<file path="src/sv/mpcl_pkg.sv">
package mpcl_pkg;

    // fixed field widths
    localparam int LABEL_W = 8;
    localparam int FIDX_W  = 10;
    localparam int FCNT_W  = 11;
    localparam int CCNT_W  = 9;

    // configuration port
    localparam int CFG_IW = 2;
    localparam int CFG_DW = 11;
    localparam logic [CFG_IW-1:0] REG_FACE_COUNT = 2'd0;
    localparam logic [CFG_IW-1:0] REG_CELL_COUNT = 2'd1;

    // operation codes
    localparam logic OP_LOAD  = 1'b0;
    localparam logic OP_QUERY = 1'b1;

    // parameter defaults
    localparam int DEF_MAX_FACES  = 1024;
    localparam int DEF_MAX_CELLS  = 256;
    localparam int DEF_COORD_BITS = 18;

    // labels are 8 bits, so at most this many cells take part
    localparam int LABEL_LIMIT = 256;

    typedef struct packed {
        logic [LABEL_W-1:0] owner;
        logic               has_nb;
        logic [LABEL_W-1:0] nb;
    } t_link;

    typedef struct packed {
        logic               en;
        logic [LABEL_W-1:0] cell_id;
    } t_reject;

    typedef struct packed {
        logic               wr_en;
        logic               wr_val;
        logic [LABEL_W-1:0] wr_cell;
        logic               rd_en;
        logic [LABEL_W-1:0] rd_cell;
    } t_cell_cmd;

endpackage

</file>
<file path="src/sv/mpcl_reject_mem.sv">
module mpcl_reject_mem #(
    parameter int DEPTH = mpcl_pkg::LABEL_LIMIT,
    parameter int AW    = 8
) (
    input  logic                i_clk,
    input  mpcl_pkg::t_cell_cmd i_cmd,
    output logic                o_rdata
);

    import mpcl_pkg::*;

    logic mem [DEPTH];
    logic r_rdata;

    // read returns the old entry when the same cell is written that cycle
    always_ff @(posedge i_clk) begin
        if (i_cmd.wr_en) begin
            mem[AW'(i_cmd.wr_cell)] <= i_cmd.wr_val;
        end
        if (i_cmd.rd_en) begin
            r_rdata <= mem[AW'(i_cmd.rd_cell)];
        end
    end

    assign o_rdata = r_rdata;

endmodule

</file>
<file path="config.mk">
export PLATFORM = sky130hd
export DESIGN_NAME = mpcl_reject_mem
export DESIGN_NICKNAME = d
export VERILOG_FILES = /design/src/sv/mpcl_pkg.sv /design/src/sv/mpcl_reject_mem.sv
export SDC_FILE = /design/constraint.sdc
export NUM_CORES = 1
export LEC_CHECK = 0
export BUFFER_PORTS_ARGS = -buffer_cell sky130_fd_sc_hd__buf_2
export CAP_MARGIN = 30
export CORE_MARGIN = 2
export CORE_UTILIZATION = 65
export CTS_BUF_LIST = sky130_fd_sc_hd__clkbuf_16
export DETAILED_ROUTE_END_ITERATION = 7
export GPL_TIMING_DRIVEN = 0
export PLACE_DENSITY = 0.82
export SLEW_MARGIN = 20
export SYNTH_ARGS = -nofsm -noshare
export SYNTH_HDL_FRONTEND = slang
export SYNTH_SLANG_ARGS = --single-unit
</file>
<file path="constraint.sdc">
create_clock -name i_clk -period 4.5 [get_ports i_clk]
set_input_delay 0.225 -clock i_clk [delete_from_list [all_inputs] [get_ports i_clk]]
set_output_delay 0.225 -clock i_clk [all_outputs]
set_load 0.005 [all_outputs]
</file>
==> flow_summary_export.csv <==
group,metric,value,unit
yosys,syn_inst,788,
floorplan,ios,21,
place,hpwl,16700,µm
sta,tightest_slew,905,ps
worst_setup_path,cp.required,4820,ps
yosys,synth_edf_count,257,
worst_setup_path,critical_path.max_fanout,10,
hold_path,hold_class,"input port to flip-flop",
sta,setup_viol,0,
drt,via_per_inst,6.53,
drt,drtIter0Drc,1106,
grt,grt_usage,29.8,%
place,globalplace.congestion,0.852,
yosys,ys_dominant_reg_cell,"edfxtp_1",
drt,drt_first_pass_iters,6,
clock_tree,clk_latency,520,ps
grt,grt_pass1_vias,6987,
worst_setup_path,start_kind,"input port",
floorplan,die_w,135,µm
yosys,syn-cell-area,11100,µm²
run,max_cap_viol_count,0,
sta,slew_viol_final,0,
pwr,power_density,400,nW/µm²
drt,postRouteAntennaNets,0,
sta,slew_headroom,38.1,%
sta,period_share,59.0,%
place,place_area,11500,µm²
worst_setup_path,crit_type,"input port to flip-flop",
yosys,ys_seq_area_share,69.3,%
layout,final_nets,856,
worst_setup_path,cp.arrival,2980,ps
clock_tree,cts_root_buf,"clkbuf_16",
floorplan,rows,47,
pwr,vdd_drop_max,0.374,mV
sta,hold_viol_final,0,
clock_tree,numCtsBuffers,26,
sta,min_period,2650,ps
drt,wl,26100,µm
yosys,ys_seq_elements,257,
clock_tree,ctsHtreeMaxLevel,1,
yosys,synth-async-reset-ratio,0,%
layout,antenna_cells,0,
grt,grt-ovfl-total,0,
grt,antenna_found_initial,0,
clock_tree,clk_path_buf_depth,3,
yosys,synth_nets,808,
clock_tree,cts_resized,0,
drt,drc,0,
pwr,p_leak,3.85,nW
floorplan,coreArea,16600,µm²
layout,final_cell_area,12300,µm²
clock_tree,cts_tree,"yes",
yosys,syn_avg_cell_area,14.1,µm²
yosys,yosysWarnings,0,
floorplan,initial_core_util,66.9,%
sta,skew,8.20,ps
worst_setup_path,end_kind,"flip-flop",
floorplan,die_y,135,µm
drt,via_count,6986,
layout,area_delta_synth_final,10.8,%
place,port-buffer-count,18,
grt,grt_pass1_wl,39500,µm
floorplan,dieArea,18200,µm²
sta,rsz0062_at_grt,"false",
status,status,"complete, no violations",
yosys,yosysUniqueCellTypes,34,
drt,wire_per_inst,24.4,µm
sta,setup_tns,0,ps
layout,drive_above_1_share,12.9,%
clock_tree,clk_pin_slew_worst_paths,60,ps
layout,n_fill_cell,990,
clock_tree,numClockSinks,257,
grt,grt_max_degree,147,
sta,fmax,377,MHz
==> critical path: stages <==
cell and delay, ps:
buf_6 130, buf_6 160, buf_4 220, nor2_1 610, a22oi_1 320, a2111oi_0 890
a311oi_1 100, a22oi_1 310
==> registers in the layout, summed over array words and instances, names as in the netlist <==
register  count
mem         256
o_rdata       1
==> worst paths after layout <==
path,start,endpoint,slack (ps),cells past startpoint
worst max-delay path,i_cmd[0],o_rdata,1850,8
worst min-delay path,i_cmd[17],mem[123],170,1
worst max register to register,mem[192],o_rdata,2130,6
worst min register to register,mem[181],o_rdata,1160,6
==> routing by layer <==
layer,up-vias,GRT usage (%),routed length [µm],part of all wire [%]
met5,-,0,0,0
met4,0,10.2,883,3.4
met3,72,5.71,3090,12
met2,476,47.9,12600,48
met1,3421,41.9,9510,36
li1,3017,-,-,-
==> cell type report <==
type                       instances  area [µm²]  share of cell area, %
buffer                            56         274                   2.22
clock buffer                      27         676                   5.48
clock inverter                    15         113                  0.913
inverter                           1        3.75                 0.0304
multi-input combinational        474        3140                   25.5
sequential                       257        7720                   62.5
tap                              220         275                   2.23
timing repair buffer              20         138                   1.12
==> cell usage in the layout (no fill, tap or decap), types with 2 or more instances in the layout <==
cell type,instances
a22oi_1,8
bufinv_16,2
edfxtp_1,257
a22o_1,6
o21ai_0,2
mux4_2,42
a21oi_1,2
clkbuf_1,39
nand3b_1,3
mux2i_1,51
nand2_1,23
nor2_1,268
a2111oi_0,2
clkbuf_16,27
nor2b_1,9
buf_4,5
nor3_1,3
buf_6,5
inv_1,8
nand3_1,12
a31oi_1,3
clkinv_2,3
o22ai_1,23
clkinv_1,3
a311oi_1,2
buf_2,23
nor4_1,5
==> cell usage after synthesis, types with 5 or more instances <==
library cell	n	share of area, %
nor2b_1	9	0.51
a22o_1	6	0.47
buf_2	6	0.27
a22oi_1	8	0.54
buf_6	5	0.51
o22ai_1	23	1.3
edfxtp_1	257	69
nor4_1	5	0.28
mux2i_1	51	4.6
clkbuf_1	39	1.3
nand3_1	12	0.54
nand2_1	23	0.78
mux4_2	42	8.5
buf_4	5	0.34
nor2_1	268	9.0
==> cells by family after synthesis <==
group / count (synthesis) / synth area share, %
flops: 257 / 69.3
compound gates: 50 / 3.11
buf+inv: 57 / 2.49
mux: 94 / 13.2
simple gates: 330 / 11.9
==> metrics by stage <==
stage	util [%]	hold slack, ps	total power [mW]	std cells	setup slack (ps)
finish	74.1	175	4.93	1070	1850
floorplan	-	324	2.85	788	2360
global route	74.1	221	5.04	1070	1940
CTS	74.1	193	4.93	1070	1990
global placement	69.1	426	2.95	1026	1280
detailed placement	69.3	433	2.96	1027	1490
==> where the power goes <==
group	total [mW]	internal, mW	switching (mW)	leakage, nW
Sequential	2.64	2.64	0.00156	2.31
Clock	2.02	1.18	0.837	0.415
Combinational	0.274	0.0950	0.179	1.12
==> timing repair <==
item                                   4_1_cts  5_1_grt
endpoints found under the hold margin        1        0
hold buffers                                 1        0
buffers inserted                             0        0
Power figures use the tool's default switching activity.
